===== config.mk =====
export PLATFORM = sky130hd
export DESIGN_NAME = array_doubly_linked_list_engine_unit
export DESIGN_NICKNAME = d
export VERILOG_FILES = /design/src/adll_pkg.sv /design/src/adll_ram.sv /design/src/adll_free_find.sv /design/src/array_doubly_linked_list_engine_unit.sv
export SDC_FILE = /design/constraint.sdc
export NUM_CORES = 2
export LEC_CHECK = 0
export BUFFER_PORTS_ARGS = -buffer_cell sky130_fd_sc_hd__buf_2
export CAP_MARGIN = 20
export CORE_UTILIZATION = 63
export CTS_CLUSTER_SIZE = 25
export DETAILED_ROUTE_END_ITERATION = 10
export PLACE_DENSITY_LB_ADDON = 0.15
export SLEW_MARGIN = 20
export SYNTH_ARGS = -nofsm -noshare
export SYNTH_HDL_FRONTEND = slang
export SYNTH_SLANG_ARGS = --single-unit

===== constraint.sdc =====
create_clock -name clk -period 11.4 [get_ports clk]
set_clock_uncertainty 0.05 [all_clocks]
set_input_delay 1.14 -clock clk [delete_from_list [all_inputs] [get_ports clk]]
set_output_delay 1.14 -clock clk [all_outputs]
set_load 0.02 [all_outputs]

===== src/adll_pkg.sv =====
// Shared constants, opcodes, status codes and control types for the
// array doubly linked list engine. No dependencies.
package adll_pkg;

	// default pool geometry
	localparam int ENTRIES_DEF      = 64;
	localparam int PAYLOAD_BITS_DEF = 32;

	// slots examined per step of the free slot finder
	localparam int FIND_GROUP = 8;

	// fixed field widths
	localparam int OP_W     = 3;
	localparam int STATUS_W = 2;

	// request opcodes
	localparam logic [OP_W-1:0] OP_ADD_FIRST  = 3'd0;
	localparam logic [OP_W-1:0] OP_ADD_AFTER  = 3'd1;
	localparam logic [OP_W-1:0] OP_ADD_LAST   = 3'd2;
	localparam logic [OP_W-1:0] OP_MOVE_FIRST = 3'd3;
	localparam logic [OP_W-1:0] OP_MOVE_AFTER = 3'd4;
	localparam logic [OP_W-1:0] OP_MOVE_LAST  = 3'd5;
	localparam logic [OP_W-1:0] OP_READ_SLOT  = 3'd6;
	localparam logic [OP_W-1:0] OP_NOP        = 3'd7;

	// response status codes
	localparam logic [STATUS_W-1:0] STATUS_OK         = 2'd0;
	localparam logic [STATUS_W-1:0] STATUS_FULL       = 2'd1;
	localparam logic [STATUS_W-1:0] STATUS_NOT_LISTED = 2'd2;

	// step controls for the free slot finder
	typedef struct packed {
		logic find_group;
		logic find_bit;
	} find_ctl_t;

endpackage


===== src/adll_ram.sv =====
// Generic single write, single read RAM with registered read data.
// No dependencies.
module adll_ram #(
	parameter int WIDTH = 8,
	parameter int DEPTH = 64
) (
	input  logic                     clk,
	input  logic                     we,
	input  logic [$clog2(DEPTH)-1:0] waddr,
	input  logic [WIDTH-1:0]         wdata,
	input  logic [$clog2(DEPTH)-1:0] raddr,
	output logic [WIDTH-1:0]         rdata
);

	logic [WIDTH-1:0] mem_q [DEPTH];

	// write port and registered read port
	always_ff @(posedge clk) begin
		if (we) begin
			mem_q[waddr] <= wdata;
		end
		rdata <= mem_q[raddr];
	end

endmodule


===== src/adll_free_find.sv =====
// Two step lowest free slot finder: first the lowest group with a free slot,
// then the lowest free slot inside that group. Depends on adll_pkg.
module adll_free_find #(
	parameter int ENTRIES = adll_pkg::ENTRIES_DEF
) (
	input  logic                       clk,
	input  adll_pkg::find_ctl_t        ctl,
	input  logic [ENTRIES-1:0]         in_use,
	output logic [$clog2(ENTRIES)-1:0] free_slot
);

	localparam int GROUP   = adll_pkg::FIND_GROUP;
	localparam int NGROUPS = (ENTRIES + GROUP - 1) / GROUP;
	localparam int GRP_W   = (NGROUPS > 1) ? $clog2(NGROUPS) : 1;
	localparam int BIT_W   = $clog2(GROUP);
	localparam int SLOT_W  = $clog2(ENTRIES);

	logic [NGROUPS*GROUP-1:0] padded;
	logic [NGROUPS-1:0]       group_full;
	logic [GRP_W-1:0]         grp_pick;
	logic [GRP_W-1:0]         grp_q;
	logic [GROUP-1:0]         word;
	logic [BIT_W-1:0]         bit_pick;

	// slots past the end of the pool count as taken
	always_comb begin
		padded = '1;
		padded[ENTRIES-1:0] = in_use;
	end

	// per group full flags and lowest non-full group
	always_comb begin
		grp_pick = '0;
		for (int g = 0; g < NGROUPS; g++) begin
			group_full[g] = &padded[g*GROUP +: GROUP];
		end
		for (int g = NGROUPS - 1; g >= 0; g--) begin
			if (!group_full[g]) begin
				grp_pick = GRP_W'(g);
			end
		end
	end

	always_ff @(posedge clk) begin
		if (ctl.find_group) begin
			grp_q <= grp_pick;
		end
	end

	// lowest free bit inside the chosen group
	always_comb begin
		word = padded[int'(grp_q)*GROUP +: GROUP];
		bit_pick = '0;
		for (int b = GROUP - 1; b >= 0; b--) begin
			if (!word[b]) begin
				bit_pick = BIT_W'(b);
			end
		end
	end

	always_ff @(posedge clk) begin
		if (ctl.find_bit) begin
			free_slot <= SLOT_W'({grp_q, bit_pick});
		end
	end

endmodule


===== src/array_doubly_linked_list_engine_unit.sv =====
// Top level of the array doubly linked list engine: sequencer, list state and
// link memories. Depends on adll_pkg, adll_ram and adll_free_find.
//
// Usage:
//   A request (req_valid/req_ready) carries opcode, target_slot, anchor_slot
//   and payload. Each request gives exactly one response (rsp_valid/rsp_ready)
//   with status, used_slot, head_index, tail_index, element_count and, for a
//   successful read, read_next, read_prev and read_payload (zero otherwise).
//   Empty head, tail and missing links read as ENTRIES.
//   req_ready is high only while the sequencer is idle. A request steps
//   through the link reads (ST_RD, ST_RD2), evaluation (ST_EVAL), the link
//   writes (ST_WR) and the response load (ST_OUT); a new request is taken
//   only after the previous one has been loaded into the output register.
//   The single write port of each link memory takes up to three link
//   updates per request, written one after another in ST_WR.
//   A stalled response is held in the output register; the next request may
//   be accepted meanwhile and waits in its load cycle until the response is
//   taken.
//   Reset empties the list (all slots free, head and tail none, count zero)
//   and clears rsp_valid; no memory clearing pass is needed.
module array_doubly_linked_list_engine_unit #(
	parameter int ENTRIES      = adll_pkg::ENTRIES_DEF,
	parameter int PAYLOAD_BITS = adll_pkg::PAYLOAD_BITS_DEF
) (
	input  logic                              clk,
	input  logic                              arst_n,
	input  logic                              req_valid,
	output logic                              req_ready,
	input  logic [adll_pkg::OP_W-1:0]         opcode,
	input  logic [$clog2(ENTRIES)-1:0]        target_slot,
	input  logic [$clog2(ENTRIES)-1:0]        anchor_slot,
	input  logic [PAYLOAD_BITS-1:0]           payload,
	output logic                              rsp_valid,
	input  logic                              rsp_ready,
	output logic [adll_pkg::STATUS_W-1:0]     status,
	output logic [$clog2(ENTRIES)-1:0]        used_slot,
	output logic [$clog2(ENTRIES+1)-1:0]      head_index,
	output logic [$clog2(ENTRIES+1)-1:0]      tail_index,
	output logic [$clog2(ENTRIES+1)-1:0]      element_count,
	output logic [$clog2(ENTRIES+1)-1:0]      read_next,
	output logic [$clog2(ENTRIES+1)-1:0]      read_prev,
	output logic [PAYLOAD_BITS-1:0]           read_payload
);

	localparam int SLOT_W   = $clog2(ENTRIES);
	localparam int LINK_W   = $clog2(ENTRIES + 1);
	localparam int WR_SLOTS = 3;
	localparam int WCNT_W   = 2;
	localparam logic [LINK_W-1:0] NONE = LINK_W'(ENTRIES);

	// sequencer states
	localparam logic [2:0] ST_IDLE = 3'd0;
	localparam logic [2:0] ST_RD   = 3'd1;
	localparam logic [2:0] ST_RD2  = 3'd2;
	localparam logic [2:0] ST_EVAL = 3'd3;
	localparam logic [2:0] ST_WR   = 3'd4;
	localparam logic [2:0] ST_OUT  = 3'd5;

	logic [2:0]                    state_q;
	logic [WCNT_W-1:0]             wcnt_q;

	// list state
	logic [ENTRIES-1:0]            in_use_q;
	logic [LINK_W-1:0]             head_q;
	logic [LINK_W-1:0]             tail_q;
	logic [LINK_W-1:0]             count_q;

	// latched request
	logic [adll_pkg::OP_W-1:0]     op_q;
	logic [SLOT_W-1:0]             tgt_q;
	logic [SLOT_W-1:0]             anc_q;
	logic [PAYLOAD_BITS-1:0]       pay_q;

	// link words read for this request
	logic [LINK_W-1:0]             nx_q;
	logic [LINK_W-1:0]             px_q;
	logic [PAYLOAD_BITS-1:0]       rpay_q;

	// pending link writes
	logic                          wn_en_q   [WR_SLOTS];
	logic [SLOT_W-1:0]             wn_addr_q [WR_SLOTS];
	logic [LINK_W-1:0]             wn_data_q [WR_SLOTS];
	logic                          wp_en_q   [WR_SLOTS];
	logic [SLOT_W-1:0]             wp_addr_q [WR_SLOTS];
	logic [LINK_W-1:0]             wp_data_q [WR_SLOTS];

	// held result of the evaluate step
	logic [adll_pkg::STATUS_W-1:0] res_status_q;
	logic [SLOT_W-1:0]             res_used_q;
	logic [LINK_W-1:0]             res_next_q;
	logic [LINK_W-1:0]             res_prev_q;
	logic [PAYLOAD_BITS-1:0]       res_pay_q;

	// output register
	logic                          rsp_valid_q;
	logic [adll_pkg::STATUS_W-1:0] status_q;
	logic [SLOT_W-1:0]             used_q;
	logic [LINK_W-1:0]             head_out_q;
	logic [LINK_W-1:0]             tail_out_q;
	logic [LINK_W-1:0]             count_out_q;
	logic [LINK_W-1:0]             rnext_out_q;
	logic [LINK_W-1:0]             rprev_out_q;
	logic [PAYLOAD_BITS-1:0]       rpay_out_q;

	// memory ports
	logic                          nl_we;
	logic [SLOT_W-1:0]             nl_waddr;
	logic [LINK_W-1:0]             nl_wdata;
	logic [SLOT_W-1:0]             nl_raddr;
	logic [LINK_W-1:0]             nl_rdata;
	logic                          pl_we;
	logic [SLOT_W-1:0]             pl_waddr;
	logic [LINK_W-1:0]             pl_wdata;
	logic [LINK_W-1:0]             pl_rdata;
	logic                          pay_we;
	logic [PAYLOAD_BITS-1:0]       pay_rdata;

	// finder
	adll_pkg::find_ctl_t           find_ctl;
	logic [SLOT_W-1:0]             free_slot;

	// evaluate step
	logic [LINK_W-1:0]             x_l;
	logic [LINK_W-1:0]             a_add;
	logic [LINK_W-1:0]             a_mv;
	logic                          is_add;
	logic                          front;
	logic [LINK_W-1:0]             h_d;
	logic [LINK_W-1:0]             t_d;
	logic [LINK_W-1:0]             c_d;
	logic [adll_pkg::STATUS_W-1:0] st_d;
	logic [SLOT_W-1:0]             used_d;
	logic [LINK_W-1:0]             rn_d;
	logic [LINK_W-1:0]             rp_d;
	logic [PAYLOAD_BITS-1:0]       rpay_d;
	logic                          add_ok;
	logic                          wn_en_d   [WR_SLOTS];
	logic [LINK_W-1:0]             wn_addr_d [WR_SLOTS];
	logic [LINK_W-1:0]             wn_data_d [WR_SLOTS];
	logic                          wp_en_d   [WR_SLOTS];
	logic [LINK_W-1:0]             wp_addr_d [WR_SLOTS];
	logic [LINK_W-1:0]             wp_data_d [WR_SLOTS];

	// a slot is listed when it is inside the pool and in use
	function automatic logic listed(input logic [LINK_W-1:0] s);
		listed = (s < LINK_W'(ENTRIES)) && in_use_q[s[SLOT_W-1:0]];
	endfunction

	// operand selection
	always_comb begin
		x_l    = LINK_W'(tgt_q);
		is_add = (op_q == adll_pkg::OP_ADD_FIRST) || (op_q == adll_pkg::OP_ADD_AFTER) ||
		         (op_q == adll_pkg::OP_ADD_LAST);
		front  = (op_q == adll_pkg::OP_ADD_FIRST) ||
		         ((op_q == adll_pkg::OP_ADD_LAST) && (head_q == NONE));
		a_add  = (op_q == adll_pkg::OP_ADD_LAST) ? tail_q : LINK_W'(anc_q);
		a_mv   = (op_q == adll_pkg::OP_MOVE_LAST) ? tail_q : LINK_W'(anc_q);
	end

	// free slot finder runs during the read states ST_RD and ST_RD2
	always_comb begin
		find_ctl.find_group = (state_q == ST_RD);
		find_ctl.find_bit   = (state_q == ST_RD2);
	end

	adll_free_find #(
		.ENTRIES (ENTRIES)
	) u_find (
		.clk       (clk),
		.ctl       (find_ctl),
		.in_use    (in_use_q),
		.free_slot (free_slot)
	);

	// link memory addressing: first read the target or add anchor, then the
	// move anchor; writes drain the pending list one entry per cycle
	always_comb begin
		nl_raddr = tgt_q;
		if (state_q == ST_RD && is_add) begin
			nl_raddr = a_add[SLOT_W-1:0];
		end else if (state_q == ST_RD2) begin
			nl_raddr = a_mv[SLOT_W-1:0];
		end
		nl_we    = (state_q == ST_WR) && wn_en_q[wcnt_q];
		nl_waddr = wn_addr_q[wcnt_q];
		nl_wdata = wn_data_q[wcnt_q];
		pl_we    = (state_q == ST_WR) && wp_en_q[wcnt_q];
		pl_waddr = wp_addr_q[wcnt_q];
		pl_wdata = wp_data_q[wcnt_q];
		pay_we   = (state_q == ST_EVAL) && add_ok;
	end

	adll_ram #(
		.WIDTH (LINK_W),
		.DEPTH (ENTRIES)
	) u_next_ram (
		.clk   (clk),
		.we    (nl_we),
		.waddr (nl_waddr),
		.wdata (nl_wdata),
		.raddr (nl_raddr),
		.rdata (nl_rdata)
	);

	adll_ram #(
		.WIDTH (LINK_W),
		.DEPTH (ENTRIES)
	) u_prev_ram (
		.clk   (clk),
		.we    (pl_we),
		.waddr (pl_waddr),
		.wdata (pl_wdata),
		.raddr (tgt_q),
		.rdata (pl_rdata)
	);

	adll_ram #(
		.WIDTH (PAYLOAD_BITS),
		.DEPTH (ENTRIES)
	) u_pay_ram (
		.clk   (clk),
		.we    (pay_we),
		.waddr (free_slot),
		.wdata (pay_q),
		.raddr (tgt_q),
		.rdata (pay_rdata)
	);

	// evaluate: checks, new head/tail/count and the list of link writes
	always_comb begin
		h_d    = head_q;
		t_d    = tail_q;
		c_d    = count_q;
		st_d   = adll_pkg::STATUS_OK;
		used_d = '0;
		rn_d   = '0;
		rp_d   = '0;
		rpay_d = '0;
		add_ok = 1'b0;
		for (int k = 0; k < WR_SLOTS; k++) begin
			wn_en_d[k]   = 1'b0;
			wn_addr_d[k] = '0;
			wn_data_d[k] = '0;
			wp_en_d[k]   = 1'b0;
			wp_addr_d[k] = '0;
			wp_data_d[k] = '0;
		end
		case (op_q)
			adll_pkg::OP_ADD_FIRST, adll_pkg::OP_ADD_AFTER, adll_pkg::OP_ADD_LAST: begin
				if (count_q >= LINK_W'(ENTRIES)) begin
					st_d = adll_pkg::STATUS_FULL;
				end else if (!front && !listed(a_add)) begin
					st_d = adll_pkg::STATUS_NOT_LISTED;
				end else begin
					add_ok = 1'b1;
					used_d = free_slot;
					c_d    = count_q + LINK_W'(1);
					if (front) begin
						// new slot in front of the old head
						wp_en_d[0] = 1'b1; wp_addr_d[0] = LINK_W'(free_slot); wp_data_d[0] = NONE;
						wn_en_d[0] = 1'b1; wn_addr_d[0] = LINK_W'(free_slot); wn_data_d[0] = head_q;
						if (head_q == NONE) begin
							t_d = LINK_W'(free_slot);
						end else begin
							wp_en_d[1] = 1'b1; wp_addr_d[1] = head_q;
							wp_data_d[1] = LINK_W'(free_slot);
						end
						h_d = LINK_W'(free_slot);
					end else begin
						// new slot between the anchor and its successor
						wp_en_d[0] = 1'b1; wp_addr_d[0] = LINK_W'(free_slot); wp_data_d[0] = a_add;
						wn_en_d[0] = 1'b1; wn_addr_d[0] = LINK_W'(free_slot); wn_data_d[0] = nx_q;
						wn_en_d[1] = 1'b1; wn_addr_d[1] = a_add; wn_data_d[1] = LINK_W'(free_slot);
						if (nx_q == NONE) begin
							t_d = LINK_W'(free_slot);
						end else begin
							wp_en_d[1] = 1'b1; wp_addr_d[1] = nx_q;
							wp_data_d[1] = LINK_W'(free_slot);
						end
					end
				end
			end
			adll_pkg::OP_MOVE_FIRST: begin
				if (!listed(x_l)) begin
					st_d = adll_pkg::STATUS_NOT_LISTED;
				end else if (x_l != head_q) begin
					// unlink the target
					if (px_q == NONE) begin
						h_d = nx_q;
					end else begin
						wn_en_d[0] = 1'b1; wn_addr_d[0] = px_q; wn_data_d[0] = nx_q;
					end
					if (nx_q == NONE) begin
						t_d = px_q;
					end else begin
						wp_en_d[0] = 1'b1; wp_addr_d[0] = nx_q; wp_data_d[0] = px_q;
					end
					// relink at the front
					wp_en_d[1] = 1'b1; wp_addr_d[1] = x_l; wp_data_d[1] = NONE;
					wn_en_d[1] = 1'b1; wn_addr_d[1] = x_l; wn_data_d[1] = h_d;
					if (h_d == NONE) begin
						t_d = x_l;
					end else begin
						wp_en_d[2] = 1'b1; wp_addr_d[2] = h_d; wp_data_d[2] = x_l;
					end
					h_d = x_l;
				end
			end
			adll_pkg::OP_MOVE_AFTER, adll_pkg::OP_MOVE_LAST: begin
				if (!listed(x_l) || !listed(a_mv)) begin
					st_d = adll_pkg::STATUS_NOT_LISTED;
				end else if ((a_mv != x_l) && (a_mv != px_q)) begin
					// unlink the target
					if (px_q == NONE) begin
						h_d = nx_q;
					end else begin
						wn_en_d[0] = 1'b1; wn_addr_d[0] = px_q; wn_data_d[0] = nx_q;
					end
					if (nx_q == NONE) begin
						t_d = px_q;
					end else begin
						wp_en_d[0] = 1'b1; wp_addr_d[0] = nx_q; wp_data_d[0] = px_q;
					end
					// relink after the anchor; its successor is unchanged by the unlink
					wp_en_d[1] = 1'b1; wp_addr_d[1] = x_l; wp_data_d[1] = a_mv;
					wn_en_d[1] = 1'b1; wn_addr_d[1] = x_l; wn_data_d[1] = nl_rdata;
					wn_en_d[2] = 1'b1; wn_addr_d[2] = a_mv; wn_data_d[2] = x_l;
					if (nl_rdata == NONE) begin
						t_d = x_l;
					end else begin
						wp_en_d[2] = 1'b1; wp_addr_d[2] = nl_rdata; wp_data_d[2] = x_l;
					end
				end
			end
			adll_pkg::OP_READ_SLOT: begin
				if (!listed(x_l)) begin
					st_d = adll_pkg::STATUS_NOT_LISTED;
				end else begin
					used_d = tgt_q;
					rn_d   = nx_q;
					rp_d   = px_q;
					rpay_d = rpay_q;
				end
			end
			default: begin
			end
		endcase
	end

	// sequencer and list state
	always_ff @(posedge clk or negedge arst_n) begin
		if (!arst_n) begin
			state_q     <= ST_IDLE;
			wcnt_q      <= '0;
			in_use_q    <= '0;
			head_q      <= NONE;
			tail_q      <= NONE;
			count_q     <= '0;
			rsp_valid_q <= 1'b0;
		end else begin
			// response valid: set on load, cleared when taken
			if (state_q == ST_OUT && (!rsp_valid_q || rsp_ready)) begin
				rsp_valid_q <= 1'b1;
			end else if (rsp_ready) begin
				rsp_valid_q <= 1'b0;
			end
			case (state_q)
				ST_IDLE: begin
					if (req_valid) begin
						state_q <= ST_RD;
					end
				end
				ST_RD: begin
					state_q <= ST_RD2;
				end
				ST_RD2: begin
					state_q <= ST_EVAL;
				end
				ST_EVAL: begin
					head_q  <= h_d;
					tail_q  <= t_d;
					count_q <= c_d;
					if (add_ok) begin
						in_use_q[free_slot] <= 1'b1;
					end
					wcnt_q  <= '0;
					state_q <= ST_WR;
				end
				ST_WR: begin
					wcnt_q <= wcnt_q + WCNT_W'(1);
					if (wcnt_q == WCNT_W'(WR_SLOTS - 1)) begin
						state_q <= ST_OUT;
					end
				end
				ST_OUT: begin
					if (!rsp_valid_q || rsp_ready) begin
						state_q <= ST_IDLE;
					end
				end
				default: begin
					state_q <= ST_IDLE;
				end
			endcase
		end
	end

	// request latch, read capture, pending writes and result data
	always_ff @(posedge clk) begin
		if (state_q == ST_IDLE && req_valid) begin
			op_q  <= opcode;
			tgt_q <= target_slot;
			anc_q <= anchor_slot;
			pay_q <= payload;
		end
		if (state_q == ST_RD2) begin
			nx_q   <= nl_rdata;
			px_q   <= pl_rdata;
			rpay_q <= pay_rdata;
		end
		if (state_q == ST_EVAL) begin
			for (int k = 0; k < WR_SLOTS; k++) begin
				wn_en_q[k]   <= wn_en_d[k];
				wn_addr_q[k] <= wn_addr_d[k][SLOT_W-1:0];
				wn_data_q[k] <= wn_data_d[k];
				wp_en_q[k]   <= wp_en_d[k];
				wp_addr_q[k] <= wp_addr_d[k][SLOT_W-1:0];
				wp_data_q[k] <= wp_data_d[k];
			end
			res_status_q <= st_d;
			res_used_q   <= used_d;
			res_next_q   <= rn_d;
			res_prev_q   <= rp_d;
			res_pay_q    <= rpay_d;
		end
		if (state_q == ST_OUT && (!rsp_valid_q || rsp_ready)) begin
			status_q    <= res_status_q;
			used_q      <= res_used_q;
			head_out_q  <= head_q;
			tail_out_q  <= tail_q;
			count_out_q <= count_q;
			rnext_out_q <= res_next_q;
			rprev_out_q <= res_prev_q;
			rpay_out_q  <= res_pay_q;
		end
	end

	// ports
	assign req_ready     = (state_q == ST_IDLE);
	assign rsp_valid     = rsp_valid_q;
	assign status        = status_q;
	assign used_slot     = used_q;
	assign head_index    = head_out_q;
	assign tail_index    = tail_out_q;
	assign element_count = count_out_q;
	assign read_next     = rnext_out_q;
	assign read_prev     = rprev_out_q;
	assign read_payload  = rpay_out_q;

endmodule

==> Implementation_results.wiki <==
{| class="wikitable"
! Metric !! Value
|-
| Outcome || finished, final reports clean
|-
| Top_reg_cell synth || edfxtp_1
|-
| Fraction of layout cells with a size suffix above 1 || 0.262
|-
| Clock tree from TritonCTS || done
|-
| Gate count of the mapped netlist || 6,493
|-
| Via count of the routed design || 69,500
|-
| Worst hold slack after final layout || 0.169 ns
|-
| Sum of negative setup slack || 0 ns
|-
| Number of synthesized flops with an enable pin || 3,257
|-
| Unrepaired setup endpoints after global routing || false
|-
| Gr ovfl total || 0
|-
| Clock Tree Root || clkbuf_16
|-
| Post-CTS clock slew at the launch and capture registers of the worst setup and hold paths || 0.06 ns
|-
| DRT Wirelength || 348,000 um
|-
| Total die area || 213,000 um2
|-
| Number of DRC violations after detailed routing || 0
|-
| Port-buffer cells || 127
|-
| Final core utilization || 0.710
|-
| Post-Synthesis Cell Area || 133,000 um2
|-
| Number of warnings printed during yosys synthesis || 0
|-
| Slew at the pin with the worst max-slew slack || 1.17 ns
|-
| Worst vdd rail ir drop || 0.385 mV
|-
| Fraction of the cycle the final worst path needs || 0.474
|-
| Leak Pwr || 48.2 nW
|-
| #FFs+latches synth || 3,394
|-
| Ratio of routed vias to standard cells || 7.05
|-
| Antenna violations before repair || 20
|-
| Number of global-route vias before repair || 67,900
|-
| Maximum clock frequency || 185 MHz
|-
| Number of hold violations in the final report || 0
|-
| Site Rows || 168
|-
| Layout overhead on the synthesized area || 11.8%
|-
| Placer's final routability congestion estimate || 0.916
|-
| Setup crit end kind || register
|-
| Critical path type || reg -> reg
|-
| Height of the die || 462 um
|-
| Number of cells upsized or downsized after cts || 0
|-
| Top cell type's share of synthesized area || 0.733
|-
| Endpoints failing setup || 0
|-
| Worst setup slack before clock tree synthesis || 6.00 ns
|-
| CTS sink count || 3,394
|-
| Half-perimeter wire length after placement || 201,000 um
|-
| Max FO, Critical Path || 35
|-
| Unique masters post-synth || 82
|-
| Hold buffer count at cts || 0
|-
| CTS HTree Levels || 5
|-
| Post-layout minimum cycle time || 5.40 ns
|-
| Post-route ant nets || 0
|-
| Cell type contributing the most total cell area after synthesis || edfxtp_1
|-
| Wire length of the first global-routing pass || 495,000 um
|-
| Total nets after synthesis || 6,547
|-
| Total of max-cap violations || 0
|-
| Worst path setup slack after routing || 6.00 ns
|-
| Boundary Pins || 128
|-
| WL per Instance || 35.3 um
|-
| Horiz. Die Dim || 462 um
|-
| Portion of the post-synthesis area used by sequential elements || 0.757
|-
| Maximum clock path buffer count || 4
|-
| Data required time of the worst path || 12.16 ns
|-
| Critical Path Start Type || register
|-
| Largest net degree at the start of global routing || 172
|-
| Starting utilization of the core area || 0.635
|-
| CP Data Arrival Time || 6.16 ns
|-
| Clk Latency, worst-skew pair || 0.97 ns
|-
| Core footprint || 210,000 um2
|-
| Number of design-rule violations left by the first detailed-router iteration || 10,500
|-
| Overall track demand over capacity in global routing || 0.332
|-
| Hold WC Path Type || in -> async
|-
| Top cells by area, synth || edfxtp_1, mux4_2, dfrtp_1, mux2i_1, nand2_1
|-
| Pwr dens || 223 nW/um2
|-
| Detailed-router iteration count before antenna repair || 9
|-
| Max-slew headroom || 0.223
|-
| Final Net Count || 6,839
|-
| Share of flip-flops with an asynchronous set or reset || 0.0268
|-
| Count of final max-slew check failures || 0
|-
| Mean post-synth cell area || 20.5 um2
|-
| Post-CTS Repair Setup Buffers || 0
|-
| CTS Buf Count || 346
|}
==> state kept, by name, summed over array words and instances (netlist names), 18 cells and up <==
register and count:
wp_data_q 20, u_pay_ram.mem_q 2048, wp_addr_q 18, wn_data_q 20, wn_addr_q 18, res_pay_q 32
pay_q 32, u_prev_ram.mem_q 448, u_next_ram.mem_q 448, read_payload 32, rpay_q 32, u_pay_ram.rdata 32
in_use_q 64
==> cell type report <==
cell class	count	area, um2
Multi-Input combinational cell	2682	31200
Antenna cell	4	10.0
Clock buffer	435	9280
Inverter	30	116
Timing Repair Buffer	331	2310
Tap cell	2805	3510
Fill cell	12200	60900
Sequential cell	3394	101000
Clock inverter	175	1650
==> cells in the final DEF, fill, tap and decap left out, types with 19 or more instances in the layout <==
cell          n
a311oi_1     52
nand3_1     112
bufinv_16    30
a21o_1       27
a211oi_1     78
o21ai_0      21
mux4_2      870
a22o_1       29
clkinv_2     65
and2_1       59
nand4_1      33
buf_4       194
clkinv_1     54
xnor2_1      19
dfxtp_1      46
a21oi_1      35
nor4_1       19
nor3_2       64
clkbuf_1     67
nor2_1      216
edfxtp_1   3257
and3_1       83
buf_2       126
or2_1        63
dfrtp_1      87
nand2_1     414
inv_1        28
clkbuf_16   352
mux2i_1     163
==> layer usage <==
| layer | track usage | part of all wire | up-vias |
|---|---|---|---|
| met5 | 0 | 0.00034 | - |
| met4 | 0.119 | 0.040 | 16 |
| met3 | 0.0789 | 0.12 | 796 |
| met2 | 0.493 | 0.46 | 4842 |
| met1 | 0.489 | 0.38 | 36400 |
| li1 | - | - | 27500 |
==> worst paths after layout <==
check	startpoint	slack, ns	depth (start not counted)	to
max in group asynchronous	arst_n	9.95	2	in_use_q[5]
min	arst_n	0.17	1	head_q[2]
min reg2reg	u_pay_ram.rdata[31]	0.35	0	rpay_q[31]
max	tgt_q[5]	6.00	9	wp_data_q[2][4]
max reg2reg	tgt_q[5]	6.00	9	wp_data_q[2][4]
min in group clk	payload[3]	0.29	1	pay_q[3]
==> where the power goes <==
part	internal [W]	leakage [nW]	switching, W	total (W)
Sequential	0.0151	31.0	0.000447	0.0155
Combinational	0.00220	11.8	0.00455	0.00675
Clock	0.00643	5.34	0.00460	0.0110
==> per-stage QoR <==
step / std cells / cell area [um2] / total power (W)
2_1_floorplan: 6493 / 133000 / 0.0198
3_3_place_gp: 9241 / 138000 / 0.0223
3_5_place_dp: 9241 / 138000 / 0.0224
4_1_cts: 9851 / 149000 / 0.0333
5_1_grt: 9854 / 149000 / 0.0342
6_report: 9856 / 149000 / 0.0333
==> cell families (layout without fill, tap and decap cells) <==
group	Yosys count	count (layout)	synth area share
other	0	4	0
adder cells (fa/ha/maj)	3	3	0.000282
XOR/XNOR	26	26	0.00171
multiplexers	1052	1052	0.161
AND/OR/NAND/NOR	1172	1172	0.0418
buffers and inverters	417	971	0.0132
flip-flops	3394	3394	0.757
AO/OA/AOI/OAI	429	429	0.0247
==> cell usage after synthesis, drive strengths merged (9+ instances only) <==
cell type / count
a211oi: 79
o32ai: 17
o31ai: 10
a211o: 13
a311o: 10
mux2: 17
a22o: 29
inv: 30
a22oi: 10
nand4: 33
dfrtp: 89
a31o: 15
nor3: 83
clkbuf: 244
nor4: 19
and3: 83
buf: 142
a21o: 28
a21oi: 37
dfxtp: 46
mux2i: 165
a221oi: 14
mux4: 870
and2: 61
nor2: 222
a311oi: 52
nand2: 414
edfxtp: 3257
xnor2: 19
or2: 78
o21ai: 36
nand3: 112
nor2b: 16
o211ai: 9
nand2b: 16
o22ai: 13
==> critical path: stages, from the launching register on <==
cell and delay [ns]:
edfxtp_1 0.32, buf_4 0.47, buf_4 0.64, inv_1 0.35, nor4_1 0.85, or3_2 0.55
buf_4 0.51, nand2b_1 0.59, o2bb2ai_1 0.70, and2_1 0.22
No activity file was read; power rests on OpenSTA's default activity.
